`src/design/ctls_pkg.sv`:
```
// Token scanner package: token record, scan modes, token kind codes,
// keyword tables and character helpers. No dependencies.
`timescale 1ns / 1ps
package ctls_pkg;

  localparam int unsigned MAX_LEXEME = 255;
  localparam int unsigned Q_DEPTH    = 4;
  localparam int unsigned Q_AW       = $clog2(Q_DEPTH);
  localparam int unsigned NUM_KW     = 13;
  localparam logic [23:0] LINE_TOP   = 24'hFFFFFF;

  typedef enum logic [2:0] {
    M_IDLE, M_OP, M_ZERO, M_HEX, M_INT, M_REAL, M_IDENT
  } mode_t;

  typedef struct packed {
    logic [5:0]  kind;
    logic [31:0] value;
    logic [7:0]  frac;
    logic [7:0]  ch;
    logic [23:0] line;
    logic [31:0] start;
    logic [7:0]  len;
    logic        last;
  } token_t;

  localparam logic [5:0] K_OTHER = 6'd0,  K_INT = 6'd1,  K_REAL = 6'd2, K_IDENT = 6'd3;
  localparam logic [5:0] K_ANDAND = 6'd14, K_AND = 6'd15, K_OROR = 6'd16, K_OR = 6'd17;
  localparam logic [5:0] K_EQEQ = 6'd18, K_EQ = 6'd19, K_NE = 6'd20, K_NOT = 6'd21;
  localparam logic [5:0] K_LE = 6'd22, K_LT = 6'd23, K_GE = 6'd24, K_GT = 6'd25;
  localparam logic [5:0] K_LPAR = 6'd26, K_RPAR = 6'd27, K_LBRC = 6'd28, K_RBRC = 6'd29;
  localparam logic [5:0] K_COMMA = 6'd30, K_SEMI = 6'd31, K_INC = 6'd32, K_ADDEQ = 6'd33;
  localparam logic [5:0] K_ADD = 6'd34, K_DEC = 6'd35, K_SUBEQ = 6'd36, K_ARROW = 6'd37;
  localparam logic [5:0] K_SUB = 6'd38, K_MULEQ = 6'd39, K_MUL = 6'd40, K_DIVEQ = 6'd41;
  localparam logic [5:0] K_DIV = 6'd42, K_MOD = 6'd43, K_DOT = 6'd44, K_LBRK = 6'd45;
  localparam logic [5:0] K_RBRK = 6'd46;
  localparam logic [5:0] K_NONE = 6'd0;

  // keyword text, first character in the top byte
  localparam logic [63:0] KW_TEXT [NUM_KW] = '{
    {"if", 48'h0}, {"else", 32'h0}, {"while", 24'h0}, {"do", 48'h0},
    {"break", 24'h0}, {"true", 32'h0}, {"false", 24'h0}, {"int", 40'h0},
    {"bool", 32'h0}, {"char", 32'h0}, {"float", 24'h0}, {"return", 16'h0},
    {"struct", 16'h0}
  };
  localparam logic [7:0] KW_LEN [NUM_KW] = '{
    8'd2, 8'd4, 8'd5, 8'd2, 8'd5, 8'd4, 8'd5, 8'd3, 8'd4, 8'd4, 8'd5, 8'd6, 8'd6
  };
  localparam logic [5:0] KW_KIND [NUM_KW] = '{
    6'd4, 6'd5, 6'd6, 6'd7, 6'd8, 6'd9, 6'd10, 6'd11, 6'd11, 6'd11, 6'd11, 6'd12, 6'd13
  };

  function automatic logic is_digit(input logic [7:0] b);
    return (b >= "0") && (b <= "9");
  endfunction

  function automatic logic is_word(input logic [7:0] b);
    return ((b >= "a") && (b <= "z")) || ((b >= "A") && (b <= "Z")) || is_digit(b)
           || (b == "_");
  endfunction

  // {valid, digit}
  function automatic logic [4:0] hex_value(input logic [7:0] b);
    logic [7:0] t;
    begin
      t = 8'd0;
      if (is_digit(b)) begin
        t = b - 8'h30;
        return {1'b1, t[3:0]};
      end else if ((b >= "a") && (b <= "f")) begin
        t = b - 8'h57;
        return {1'b1, t[3:0]};
      end else if ((b >= "A") && (b <= "F")) begin
        t = b - 8'h37;
        return {1'b1, t[3:0]};
      end
      return 5'd0;
    end
  endfunction

  function automatic logic [12:0] kw_narrow(input logic [12:0] cand, input logic [7:0] len,
                                            input logic [7:0] b);
    logic [12:0] c;
    begin
      c = cand;
      if (len >= 8'd8) return 13'd0;
      for (int k = 0; k < NUM_KW; k++) begin
        if (KW_TEXT[k][63 - 8*len[2:0] -: 8] != b) c[k] = 1'b0;
      end
      return c;
    end
  endfunction

  function automatic logic [5:0] single_op_kind(input logic [7:0] c);
    case (c)
      "&":     return K_AND;
      "|":     return K_OR;
      "=":     return K_EQ;
      "!":     return K_NOT;
      "<":     return K_LT;
      ">":     return K_GT;
      "+":     return K_ADD;
      "-":     return K_SUB;
      "*":     return K_MUL;
      default: return K_DIV;
    endcase
  endfunction

  function automatic logic [5:0] pair_op_kind(input logic [7:0] c, input logic [7:0] b);
    case (c)
      "&":     return (b == "&") ? K_ANDAND : K_NONE;
      "|":     return (b == "|") ? K_OROR : K_NONE;
      "=":     return (b == "=") ? K_EQEQ : K_NONE;
      "!":     return (b == "=") ? K_NE : K_NONE;
      "<":     return (b == "=") ? K_LE : K_NONE;
      ">":     return (b == "=") ? K_GE : K_NONE;
      "+":     return (b == "+") ? K_INC : ((b == "=") ? K_ADDEQ : K_NONE);
      "-":     return (b == "-") ? K_DEC : ((b == "=") ? K_SUBEQ :
                                            ((b == ">") ? K_ARROW : K_NONE));
      "*":     return (b == "=") ? K_MULEQ : K_NONE;
      "/":     return (b == "=") ? K_DIVEQ : K_NONE;
      default: return K_NONE;
    endcase
  endfunction

endpackage

```
`src/design/ctls_if.sv`:
```
// Valid/ready channel interfaces for source bytes and tokens.
// Depends on nothing.
`timescale 1ns / 1ps
interface ctls_in_if;
  logic       valid;
  logic       ready;
  logic [7:0] source_byte;
  modport source (output valid, output source_byte, input ready);
  modport sink (input valid, input source_byte, output ready);
endinterface

interface ctls_out_if;
  logic        valid;
  logic        ready;
  logic [5:0]  token_kind;
  logic [31:0] number_value;
  logic [7:0]  fraction_digits;
  logic [7:0]  token_char;
  logic [23:0] line_number;
  logic [31:0] start_offset;
  logic [7:0]  lexeme_length;
  logic        last_of_run;
  modport source (output valid, output token_kind, output number_value,
                  output fraction_digits, output token_char, output line_number,
                  output start_offset, output lexeme_length, output last_of_run,
                  input ready);
  modport sink (input valid, input token_kind, input number_value,
                input fraction_digits, input token_char, input line_number,
                input start_offset, input lexeme_length, input last_of_run,
                output ready);
endinterface

```
`src/design/ctls_front.sv`:
```
// Scanner front end: takes one byte a beat, holds scan state and forms
// up to two tokens per byte. Depends on ctls_pkg.
`timescale 1ns / 1ps
module ctls_front (
  input  logic              clk,
  input  logic              rst_n,
  input  logic              push,
  input  logic [7:0]        b,
  output logic [1:0]        tok_n,
  output ctls_pkg::token_t  tok0,
  output ctls_pkg::token_t  tok1
);

  ctls_pkg::mode_t mode_r, mode_nxt;
  logic [7:0]  pend_r, pend_nxt;
  logic [31:0] acc_r, acc_nxt;
  logic [7:0]  frac_r, frac_nxt;
  logic [12:0] kw_r, kw_nxt;
  logic [23:0] line_r, line_nxt;
  logic [31:0] off_r, off_nxt;
  logic [31:0] start_r, start_nxt;
  logic [7:0]  len_r, len_nxt;

  ctls_pkg::token_t ta, ti;
  logic ta_v, ti_v, taken;
  logic [4:0] hv;
  logic [7:0] len_grow;
  logic [31:0] acc_dec;
  logic [5:0] id_kind;

  always_comb begin
    hv       = ctls_pkg::hex_value(b);
    len_grow = (len_r < 8'(ctls_pkg::MAX_LEXEME)) ? len_r + 8'd1 : len_r;
    acc_dec  = {acc_r[28:0], 3'b000} + {acc_r[30:0], 1'b0} + {28'd0, 4'(b - 8'h30)};
    id_kind  = ctls_pkg::K_IDENT;
    for (int k = 0; k < ctls_pkg::NUM_KW; k++) begin
      if (kw_r[k] && (ctls_pkg::KW_LEN[k] == len_r)) id_kind = ctls_pkg::KW_KIND[k];
    end
  end

  always_comb begin
    mode_nxt  = mode_r;
    pend_nxt  = pend_r;
    acc_nxt   = acc_r;
    frac_nxt  = frac_r;
    kw_nxt    = kw_r;
    line_nxt  = line_r;
    off_nxt   = off_r + 32'd1;
    start_nxt = start_r;
    len_nxt   = len_r;
    taken     = 1'b0;
    ta_v      = 1'b0;
    ti_v      = 1'b0;
    ta        = '0;
    ti        = '0;
    ta.line   = line_r;
    ta.start  = start_r;
    ta.len    = len_r;
    ti.line   = line_r;
    ti.start  = off_r;
    ti.len    = 8'd1;
    ti.ch     = b;

    case (mode_r)
      ctls_pkg::M_OP: begin
        if (ctls_pkg::pair_op_kind(pend_r, b) != ctls_pkg::K_NONE) begin
          ta_v     = 1'b1;
          ta.kind  = ctls_pkg::pair_op_kind(pend_r, b);
          ta.ch    = pend_r;
          ta.len   = 8'd2;
          mode_nxt = ctls_pkg::M_IDLE;
          taken    = 1'b1;
        end
      end
      ctls_pkg::M_ZERO: begin
        if ((b == "x") || (b == "X")) begin
          mode_nxt = ctls_pkg::M_HEX;
          len_nxt  = len_grow;
          taken    = 1'b1;
        end
      end
      ctls_pkg::M_HEX: begin
        if (hv[4]) begin
          acc_nxt = {acc_r[27:0], hv[3:0]};
          len_nxt = len_grow;
          taken   = 1'b1;
        end
      end
      ctls_pkg::M_INT: begin
        if (ctls_pkg::is_digit(b)) begin
          acc_nxt = acc_dec;
          len_nxt = len_grow;
          taken   = 1'b1;
        end else if (b == ".") begin
          mode_nxt = ctls_pkg::M_REAL;
          frac_nxt = 8'd0;
          len_nxt  = len_grow;
          taken    = 1'b1;
        end
      end
      ctls_pkg::M_REAL: begin
        if (ctls_pkg::is_digit(b)) begin
          acc_nxt  = acc_dec;
          frac_nxt = (frac_r != 8'hFF) ? frac_r + 8'd1 : frac_r;
          len_nxt  = len_grow;
          taken    = 1'b1;
        end
      end
      ctls_pkg::M_IDENT: begin
        if (ctls_pkg::is_word(b)) begin
          kw_nxt  = ctls_pkg::kw_narrow(kw_r, len_r, b);
          len_nxt = len_grow;
          taken   = 1'b1;
        end
      end
      default: mode_nxt = ctls_pkg::M_IDLE;
    endcase

    if (!taken) begin
      case (mode_r)
        ctls_pkg::M_OP: begin
          ta_v    = 1'b1;
          ta.kind = ctls_pkg::single_op_kind(pend_r);
          ta.ch   = pend_r;
        end
        ctls_pkg::M_ZERO, ctls_pkg::M_HEX, ctls_pkg::M_INT: begin
          ta_v     = 1'b1;
          ta.kind  = ctls_pkg::K_INT;
          ta.value = acc_r;
        end
        ctls_pkg::M_REAL: begin
          ta_v     = 1'b1;
          ta.kind  = ctls_pkg::K_REAL;
          ta.value = acc_r;
          ta.frac  = frac_r;
        end
        ctls_pkg::M_IDENT: begin
          ta_v    = 1'b1;
          ta.kind = id_kind;
        end
        default: ta_v = 1'b0;
      endcase
      mode_nxt = ctls_pkg::M_IDLE;

      case (b)
        " ", "\t": ti_v = 1'b0;
        "\n": line_nxt = (line_r != ctls_pkg::LINE_TOP) ? line_r + 24'd1 : line_r;
        "&", "|", "=", "!", "<", ">", "+", "-", "*", "/": begin
          pend_nxt  = b;
          mode_nxt  = ctls_pkg::M_OP;
          acc_nxt   = 32'd0;
          frac_nxt  = 8'd0;
          start_nxt = off_r;
          len_nxt   = 8'd1;
        end
        "(": begin ti_v = 1'b1; ti.kind = ctls_pkg::K_LPAR;  end
        ")": begin ti_v = 1'b1; ti.kind = ctls_pkg::K_RPAR;  end
        "{": begin ti_v = 1'b1; ti.kind = ctls_pkg::K_LBRC;  end
        "}": begin ti_v = 1'b1; ti.kind = ctls_pkg::K_RBRC;  end
        ",": begin ti_v = 1'b1; ti.kind = ctls_pkg::K_COMMA; end
        ";": begin ti_v = 1'b1; ti.kind = ctls_pkg::K_SEMI;  end
        "%": begin ti_v = 1'b1; ti.kind = ctls_pkg::K_MOD;   end
        ".": begin ti_v = 1'b1; ti.kind = ctls_pkg::K_DOT;   end
        "[": begin ti_v = 1'b1; ti.kind = ctls_pkg::K_LBRK;  end
        "]": begin ti_v = 1'b1; ti.kind = ctls_pkg::K_RBRK;  end
        default: begin
          if (ctls_pkg::is_word(b)) begin
            frac_nxt  = 8'd0;
            start_nxt = off_r;
            len_nxt   = 8'd1;
            acc_nxt   = 32'd0;
            if (b == "0") begin
              mode_nxt = ctls_pkg::M_ZERO;
            end else if (ctls_pkg::is_digit(b)) begin
              mode_nxt = ctls_pkg::M_INT;
              acc_nxt  = {28'd0, 4'(b - 8'h30)};
            end else begin
              mode_nxt = ctls_pkg::M_IDENT;
              kw_nxt   = ctls_pkg::kw_narrow(13'h1FFF, 8'd0, b);
            end
          end else begin
            ti_v    = 1'b1;
            ti.kind = ctls_pkg::K_OTHER;
          end
        end
      endcase
    end

    // pack: earlier token first, last flag on the final one
    ti.last = 1'b1;
    ta.last = !ti_v;
    tok0    = ta_v ? ta : ti;
    tok1    = ti;
    tok_n   = {1'b0, ta_v} + {1'b0, ti_v};
  end

  always_ff @(posedge clk) begin
    if (!rst_n) begin
      mode_r  <= ctls_pkg::M_IDLE;
      pend_r  <= 8'd0;
      acc_r   <= 32'd0;
      frac_r  <= 8'd0;
      kw_r    <= 13'h1FFF;
      line_r  <= 24'd1;
      off_r   <= 32'd0;
      start_r <= 32'd0;
      len_r   <= 8'd0;
    end else if (push) begin
      mode_r  <= mode_nxt;
      pend_r  <= pend_nxt;
      acc_r   <= acc_nxt;
      frac_r  <= frac_nxt;
      kw_r    <= kw_nxt;
      line_r  <= line_nxt;
      off_r   <= off_nxt;
      start_r <= start_nxt;
      len_r   <= len_nxt;
    end
  end

endmodule

```
`src/design/ctls_queue.sv`:
```
// Token queue between scanner and output: takes up to two tokens a beat,
// gives one. Depends on ctls_pkg.
`timescale 1ns / 1ps
module ctls_queue (
  input  logic              clk,
  input  logic              rst_n,
  input  logic              push,
  input  logic [1:0]        push_n,
  input  ctls_pkg::token_t  tok0,
  input  ctls_pkg::token_t  tok1,
  output logic              space2,
  output logic              pop_valid,
  input  logic              pop_ready,
  output ctls_pkg::token_t  head
);

  localparam int unsigned CW = ctls_pkg::Q_AW + 1;

  ctls_pkg::token_t mem [ctls_pkg::Q_DEPTH];
  logic [ctls_pkg::Q_AW-1:0] wr_r, wr_nxt, rd_r, rd_nxt;
  logic [CW-1:0] cnt_r, cnt_nxt;
  logic [1:0] add_n;
  logic pop;

  always_comb begin
    pop       = pop_valid && pop_ready;
    add_n     = push ? push_n : 2'd0;
    wr_nxt    = wr_r + ctls_pkg::Q_AW'(add_n);
    rd_nxt    = rd_r + ctls_pkg::Q_AW'(pop);
    cnt_nxt   = cnt_r + CW'(add_n) - CW'(pop);
    space2    = cnt_r <= CW'(ctls_pkg::Q_DEPTH - 2);
    pop_valid = cnt_r != '0;
    head      = mem[rd_r];
  end

  always_ff @(posedge clk) begin
    if (add_n != 2'd0) mem[wr_r] <= tok0;
    if (add_n == 2'd2) mem[wr_r + ctls_pkg::Q_AW'(1)] <= tok1;
  end

  always_ff @(posedge clk) begin
    if (!rst_n) begin
      wr_r  <= '0;
      rd_r  <= '0;
      cnt_r <= '0;
    end else begin
      wr_r  <= wr_nxt;
      rd_r  <= rd_nxt;
      cnt_r <= cnt_nxt;
    end
  end

endmodule

```
`src/design/c_like_token_scanner_core.sv`:
```
// Byte-stream token scanner: source bytes in, tokens out through a four-entry
// queue. A token is written into the queue at the clock edge that accepts the
// byte that ends it. Throughput: one byte a cycle while the queue has room for
// two tokens; tokens drain at one token a cycle while the receiver is ready.
// Synchronous active-low reset clears scan state, line count to one, queue empty.
`timescale 1ns / 1ps
module c_like_token_scanner_core (
  input logic         clk,
  input logic         rst_n,
  ctls_in_if.sink     in_chan,
  ctls_out_if.source  out_chan
);

  logic [1:0] tok_n;
  ctls_pkg::token_t tok0, tok1, head;
  logic space2, push;

  assign in_chan.ready = space2;
  assign push = in_chan.valid && space2;

  ctls_front u_front (
    .clk   (clk),
    .rst_n (rst_n),
    .push  (push),
    .b     (in_chan.source_byte),
    .tok_n (tok_n),
    .tok0  (tok0),
    .tok1  (tok1)
  );

  ctls_queue u_queue (
    .clk       (clk),
    .rst_n     (rst_n),
    .push      (push),
    .push_n    (tok_n),
    .tok0      (tok0),
    .tok1      (tok1),
    .space2    (space2),
    .pop_valid (out_chan.valid),
    .pop_ready (out_chan.ready),
    .head      (head)
  );

  assign out_chan.token_kind      = head.kind;
  assign out_chan.number_value    = head.value;
  assign out_chan.fraction_digits = head.frac;
  assign out_chan.token_char      = head.ch;
  assign out_chan.line_number     = head.line;
  assign out_chan.start_offset    = head.start;
  assign out_chan.lexeme_length   = head.len;
  assign out_chan.last_of_run     = head.last;

endmodule

```
`src/flat_wrapper.sv`:
```
// flat-port wrapper written by rule: the top's interface ports become plain ports
module c_like_token_scanner_core_flat 
  (clk, rst_n, in_chan_valid, in_chan_source_byte, in_chan_ready, out_chan_valid, out_chan_token_kind, out_chan_number_value, out_chan_fraction_digits, out_chan_token_char, out_chan_line_number, out_chan_start_offset, out_chan_lexeme_length, out_chan_last_of_run, out_chan_ready);
  ctls_in_if in_chan_i ();
  ctls_out_if out_chan_i ();
  input logic clk;
  input logic rst_n;
  input wire logic [$bits(in_chan_i.valid)-1:0] in_chan_valid;
  input wire logic [$bits(in_chan_i.source_byte)-1:0] in_chan_source_byte;
  output wire logic [$bits(in_chan_i.ready)-1:0] in_chan_ready;
  output wire logic [$bits(out_chan_i.valid)-1:0] out_chan_valid;
  output wire logic [$bits(out_chan_i.token_kind)-1:0] out_chan_token_kind;
  output wire logic [$bits(out_chan_i.number_value)-1:0] out_chan_number_value;
  output wire logic [$bits(out_chan_i.fraction_digits)-1:0] out_chan_fraction_digits;
  output wire logic [$bits(out_chan_i.token_char)-1:0] out_chan_token_char;
  output wire logic [$bits(out_chan_i.line_number)-1:0] out_chan_line_number;
  output wire logic [$bits(out_chan_i.start_offset)-1:0] out_chan_start_offset;
  output wire logic [$bits(out_chan_i.lexeme_length)-1:0] out_chan_lexeme_length;
  output wire logic [$bits(out_chan_i.last_of_run)-1:0] out_chan_last_of_run;
  input wire logic [$bits(out_chan_i.ready)-1:0] out_chan_ready;
  assign in_chan_i.valid = in_chan_valid;
  assign in_chan_i.source_byte = in_chan_source_byte;
  assign in_chan_ready = in_chan_i.ready;
  assign out_chan_valid = out_chan_i.valid;
  assign out_chan_token_kind = out_chan_i.token_kind;
  assign out_chan_number_value = out_chan_i.number_value;
  assign out_chan_fraction_digits = out_chan_i.fraction_digits;
  assign out_chan_token_char = out_chan_i.token_char;
  assign out_chan_line_number = out_chan_i.line_number;
  assign out_chan_start_offset = out_chan_i.start_offset;
  assign out_chan_lexeme_length = out_chan_i.lexeme_length;
  assign out_chan_last_of_run = out_chan_i.last_of_run;
  assign out_chan_i.ready = out_chan_ready;
  c_like_token_scanner_core u_core (.clk(clk), .rst_n(rst_n), .in_chan(in_chan_i), .out_chan(out_chan_i));
endmodule
```
`config.mk`:
```
export PLATFORM = sky130hd
export DESIGN_NAME = c_like_token_scanner_core_flat
export DESIGN_NICKNAME = d
export VERILOG_FILES = /design/src/design/ctls_pkg.sv /design/src/design/ctls_if.sv /design/src/design/ctls_front.sv /design/src/design/ctls_queue.sv /design/src/design/c_like_token_scanner_core.sv /design/src/flat_wrapper.sv
export SDC_FILE = /design/constraint.sdc
export NUM_CORES = 2
export LEC_CHECK = 0
export ABC_AREA = 1
export BUFFER_PORTS_ARGS = -buffer_cell sky130_fd_sc_hd__buf_2
export CAP_MARGIN = 5
export CORE_ASPECT_RATIO = 0.5
export CORE_MARGIN = 4
export CORE_UTILIZATION = 40
export DETAILED_ROUTE_END_ITERATION = 8
export PLACE_DENSITY = 0.56
export SKIP_LAST_GASP = 1
export SLEW_MARGIN = 20
export SYNTH_ARGS = -nofsm -noshare
export SYNTH_HDL_FRONTEND = slang
export SYNTH_SLANG_ARGS = --single-unit
```
`constraint.sdc`:
```
create_clock -name clk -period 5.3 [get_ports clk]
set_input_delay 0.53 -clock clk [delete_from_list [all_inputs] [get_ports clk]]
set_output_delay 0.53 -clock clk [all_outputs]
set_load 0.02 [all_outputs]
```
==> Word-level counts from Yosys, hierarchy flattened <==
Memories as Yosys holds them, arrays and structs flattened. A register that Yosys moved wholly into a read port is not among the register bits.
Index checks and enable logic that the tools add are counted.
{ "op_classes": {"muxes": 144, "n_reduce_logical": 43, "addsub": 16, "bitwise": 2, "magnitude_cmp": 11, "eq_ne": 79, "shifts": 13} }
{ "ops": {"columns": ["cell", "n"], "rows": [
  ["indexed part select 71 x 33 -> 8 bit (first input constant)", 13],
  ["equality test 8 x 6 -> 1 bit (second input constant)", 26],
  ["two-way mux 32 bit", 6],
  ["case mux 32 bit (2 select lines)", 3],
  ["two-way mux 8 bit", 21],
  ["two-way mux 6 bit", 23],
  ["case mux 6 bit (10 select lines)", 2],
  ["two-way mux 119 bit", 1],
  ["two-way mux 13 bit", 9],
  ["inequality test 8 bit", 13],
  ["inequality test 7 x 8 -> 1 bit (first input constant)", 10],
  ["equality test 8 x 7 -> 1 bit (second input constant)", 9],
  ["two-way mux 54 bit", 1],
  ["case mux 6 bit (9 select lines)", 1],
  ["case mux 8 bit (2 select lines)", 3],
  ["two-way mux 1 bit", 45],
  ["two-way mux 5 bit", 9],
  ["case mux 8 bit (5 select lines)", 1],
  ["adder 32 x 1 -> 32 bit (second input constant)", 1],
  ["adder 32 bit", 1],
  ["adder 32 x 4 -> 32 bit", 1],
  ["<= comparator 8 x 7 -> 1 bit (second input constant)", 4],
  ["OR reduction 13 bit", 2],
  ["adder 24 x 1 -> 24 bit (second input constant)", 1],
  ["other kinds (51)", 102]
]} }
{ "totals": {"ram_bits": 476, "output_inout_bits": 121, "mem_count": 1, "register_bits": 167} }
{ "memory_table": {"columns": ["name", "depth", "width", "rd", "rd_clocked_by_memory_dff", "write_ports", "line_no", "rtl"], "rows": [
  ["u_core.u_queue.mem", 4, 119, 1, 1, 2, "ctls_queue.sv:19", "ctls_pkg::token_t mem [ctls_pkg::Q_DEPTH];"]
]} }

==> Logic depth before layout (Yosys ltp) <==
{ "logic_depth": {"depth_word": 18, "ltp_mapped": 28} }

==> Modules after synthesis <==
From an unflattened synthesis, not the netlist that was laid out.
{ "hier_totals": {"cells_unflattened": 4891, "area_unflattened_um2": 38215.4} }
{ "by_module_without_submodules": {"columns": ["mod", "seq_area_each_um2", "n_inst", "cells_each", "area_each_um2"], "rows": [
  ["ctls_queue", 14433.8, 1, 2394, 23451.2],
  ["ctls_front", 3203.1, 1, 2495, 14756.7],
  ["c_like_token_scanner_core", 0.0, 1, 2, 7.5]
]} }

==> Least setup slack after synthesis <==
Ideal clock, no wire load.
{ "synth_path": {"kind": "input to register", "startpoint": "input in_chan_source_byte[0]", "endpoint": "memory u_core.u_queue.mem[3][10] (netlist bit), enable pin", "path_buffers": 1, "path_slack_ns": -0.156, "stages": 22, "arrival_ns": 5.031, "cell_sequence": "inv_2 buf_1 ha_1 nand3_1 nand2_1 nand2_1 nand2_1 nand3_1 nand2_1 nand3_1 nor2_4 nand2_2 a211oi_1 ha_1 inv_1 nor2_1 inv_1 nor2_1 nand2_1 inv_1 nor2_1 inv_1"} }
{ "synth_lines": {"columns": ["element", "line_no", "rtl"], "rows": [
  ["start, declared", "flat_wrapper.sv:9", "input wire logic [$bits(in_chan_i.source_byte)-1:0] in_chan_source_byte;"],
  ["end, declared", "ctls_queue.sv:19", null]
]} }

==> implementation parameters <==
Parameter                              Value

Floorplan
  Die boundary height    between 200 and 250 um
  Initial core utilization    40.82%
  Die Footprint    89280 sq um
  IO Count    133
  Horizontal die dimension    418.6 um
  Number of standard-cell rows in the floorplan    74
  Core area    a little over 80000 sq um

STA
  Max-slew headroom at the worst pin    roughly a quarter
  Worst Hold Slack    between 0.2 and 0.25 ns
  Maximum operating frequency    about 0.21 GHz
  Total Negative Setup Slacks    0 ns
  Portion of the clock cycle consumed by the worst path in the final layout    between 90% and 100%
  Max-slew violation total from the final report    0
  Time the worst path needs with I/O delays and setup    approximately 4.8 ns
  Hold violation count in the final report    0
  Total of endpoints with negative setup slack in the final report    0
  Clock Skews    ~0.044 ns
  Transition time at the pin with the least slew margin    1.096 ns
  Setup repair after global routing missed its margin    no

Finish
  Area used by sequential logic in the layout    15680 sq um
  Fill cell count    8382
  Final nets    4563
  Area used by multi-input combinational logic    around 16000 sq um
  Fraction of final layout cells sized beyond drive strength 1    a little over 8%
  Area Overhead vs Synth    11.96%
  Final instance area    around 38000 sq um

Route
  Detail-routed net length per standard cell    between 20 and 25 um
  DRC violation count after routing    0
  Router iterations before antenna repair    6
  Iter 0 DRT Violations    between 3000 and 4000
  Total wire length    approximately 120 mm
  Ratio of routed vias to standard cells    ~5.7
  ANT nets after route    0
  Overall via count from detail_route    between 30000 and 40000

Clock network
  Clock tree from TritonCTS    yes
  Clock tree sinks    roughly 640
  Clock Latency Late Sink    approximately 0.67 ns
  Root buf cell    clkbuf_16
  Buffer count from post-CTS setup fixing    0
  Post-CTS clock slew at the launch and capture registers of the worst setup and hold paths    around 0.070 ns
  Maximum level of the CTS H-tree    2
  CTS Hold Buffers Added    0
  Count of cells resized by post-cts repair    0
  Number of CTS-inserted buffers    61
  Max Root-Sink Buffers    3

Synthesis
  Mean instance size in the synthesized netlist    7.580 sq um
  Number of synthesized flops with an enable pin    280
  Ys Warns    0
  Area share of the leading cell type in the synthesized netlist    ~25%
  Fraction of registers with async set/reset    0%
  Post-synthesis instance area    ~34000 sq um
  Post-synthesis cell count    approximately 4400
  Top area cells in the synthesized netlist    edfxtp_1, dfxtp_1, nand2_1, nor2_1, o21ai_0
  Prevailing post-synth register cell    dfxtp_1
  Sequential element share of the synthesized area    a little under half
  Post-synth top area cell    edfxtp_1
  Number of library cell types mapped by synthesis    51
  Number of register bits inferred by synthesis    643
  Post-Syn Nets    4545

Setup path
  Critical Setup Path Class    input port to register
  Crit. End Element    register
  CP Depth    24
  Most numerous cell on the critical path    inv_1
  CP arrival    approximately 5.3 ns
  Worst reg2reg path startpoint    u_core.u_front.pend_r[7]$_SDFFE_PN0P_
  CP Cell Sequence    buf_2, ha_1, inv_1, nor2_1, inv_2, a21oi_1, nor3_1, nand2_1, nor2_1, nand2_1, inv_1, a211oi_1, ha_1, inv_1, nor2_1, nor2_1, inv_1, nand2_4, clkinv_1, nor2_4, clkinvlp_4, buf_4, o21ai_0, inv_1
  Family of cells with the greatest summed delay on the critical path    buffers and inverters
  Register-to-register setup slack    0.62 ns
  Worst R2R Path Depth    22
  Startpoint type of the worst setup path    input port
  Largest fanout on the critical path    22
  Required time of the worst setup path    ~5.8 ns
  Slowest Stage Delay on Critical Path    0.63 ns
  Capturing point of the worst reg2reg path    u_core.u_queue.mem[1][1]$_SDFFE_PP1N_
  Standard cell with the maximum stage delay on the critical path    a211oi_1
  CP bufs+invs    10

Global routing
  Residual overflow from global routing    0
  Global-route wire length before repair    178.7 mm
  Overall routing resource usage    about a quarter
  Vias in the first global route    ~31000
  Antenna violations before repair    1
  Pin count of the biggest net entering global routing    between 90 and 100

Place
  Dpl cell area    between 30000 and 40000 sq um
  Post-DP HPWL    around 74 mm
  Gpl congestion    1.002
  Number of port buffers    132

Outcome
  Outcome    finished clean

Min path
  Hold-critical path endpoint    u_core.u_front.off_r[2]$_SDFFE_PN0P_
  Worst Hold Class    input port to register
  HP Start    in_chan_valid
  Cell depth of the worst min-delay path    4

Power and ir drop
  Worst IR Drop VDD    0.3690 mV
  Leakage component of the power    between 10 and 15 nW
  Power density of the placed cells    approximately 410 nW/um^2

Job
  Max-cap violation count    0
how the worst max path moves through the flow:
| stage | end | start | slack [ns] |
|---|---|---|---|
| 3_5_place_dp | u_core.u_queue.mem[1][1]$_SDFFE_PP1N_ | in_chan_source_byte[1] | 0.07 |
| 2_1_floorplan | u_core.u_queue.mem[1][1]$_SDFFE_PP1N_ | in_chan_source_byte[1] | 0.01 |
| 5_1_grt | u_core.u_queue.mem[1][1]$_SDFFE_PP1N_ | in_chan_source_byte[1] | 0.22 |
| 6_report | u_core.u_queue.mem[1][1]$_SDFFE_PP1N_ | in_chan_source_byte[0] | 0.53 |
| 4_1_cts | u_core.u_queue.mem[1][1]$_SDFFE_PP1N_ | in_chan_source_byte[1] | 0.73 |
| 3_3_place_gp | u_core.u_queue.mem[1][1]$_SDFFE_PP1N_ | in_chan_source_byte[1] | 0.15 |
sequential cells by signal, summed over array words and instances, names as in the netlist:
signal	flops
u_core.u_queue.wr_r	2
u_core.u_front.start_r	32
u_core.u_queue.rd_r	2
u_core.u_front.line_r	24
u_core.u_queue.cnt_r	3
u_core.u_front.len_r	8
u_core.u_front.acc_r	32
u_core.u_front.off_r	32
u_core.u_queue.mem	476
u_core.u_front.frac_r	8
u_core.u_front.kw_r	13
u_core.u_front.pend_r	8
u_core.u_front.mode_r	3
power breakdown:
group	switching [mW]	leakage [nW]	total, mW	internal (mW)
Combinational	3.65	7.64	4.97	1.32
Clock	2.04	1.06	4.65	2.61
Sequential	0.255	5.24	5.97	5.72
layout by cell type (no fill, tap or decap), types with 4 or more instances in the layout:
cell type     n
clkinv_2      9
clkinvlp_4    7
a211oi_1      4
o31ai_1       5
o21a_1        4
o22ai_1     284
dfxtp_1     361
ha_1         82
nor4_1       19
o21ai_1     203
clkinv_1     12
a22oi_2       7
o211ai_1     13
inv_2        14
nand3b_1      4
inv_1       276
xor2_1       49
nor2_2        4
buf_12       13
clkbuf_16    69
clkbuf_1     12
a21oi_1     205
nor3_1       53
nand3_1     209
nand4_1      59
nor2_4        7
o21bai_1      4
a22oi_1      10
buf_4        63
nor2_1      631
xnor2_1       7
clkbuf_8     13
o21ai_0     437
nand2_1     905
buf_2       132
edfxtp_1    280
nor3b_1       4
tightest hold or removal path, cell delays in order:
cell,delay (ns)
buf_2,0.12
nand2_2,0.08
nor3_1,0.06
nor2_1,0.09
Yosys cell counts (all sizes together), types with 5 or more instances:
| cell type | count |
|---|---|
| a21oi | 205 |
| a22oi | 17 |
| buf | 38 |
| clkbuf | 215 |
| clkinv | 13 |
| dfxtp | 363 |
| edfxtp | 280 |
| ha | 82 |
| inv | 296 |
| nand2 | 911 |
| nand3 | 211 |
| nand4 | 59 |
| nor2 | 642 |
| nor3 | 54 |
| nor4 | 19 |
| o211ai | 13 |
| o21ai | 641 |
| o22ai | 284 |
| o31ai | 5 |
| xnor2 | 7 |
| xor2 | 49 |
routing by layer:
metal  track usage [%]  part of all wire [%]  up-vias
li1                  -                     -    15330
met1             35.73                    46    15430
met2             40.58                    45     1186
met3             3.311                   6.7      175
met4             7.383                   2.5        0
met5                 0                     0        -
cell families after synthesis:
logic type	synth area share (%)
XOR/XNOR	1.455
AO/OA/AOI/OAI	19.34
flip-flops	46.49
AND/OR/NAND/NOR	23.09
adder cells (fa/ha/maj)	3.221
buffers and inverters	6.398
stage by stage:
stage                     total power, mW  utilization [%]  cells  worst slack (ns)
after floorplan                     9.180                -   4448           0.01075
after global placement              11.02            43.09   5505            0.1494
after detailed placement            11.06            43.09   5505           0.06792
after CTS                           15.72            45.70   5620            0.7299
after global routing                16.37            45.70   5621            0.2233
final                               15.60            45.71   5622            0.5292
final cells by class:
cell class	instances	area share (%)
antenna	2	0.01326
clock buffer	95	5.181
clock inverter	20	0.5204
inverter	309	3.132
multi-input combinational	3243	42.26
sequential	643	41.55
tap	1102	3.653
timing repair buffer	208	3.693
Note: power is estimated with default switching activity, not from simulation.
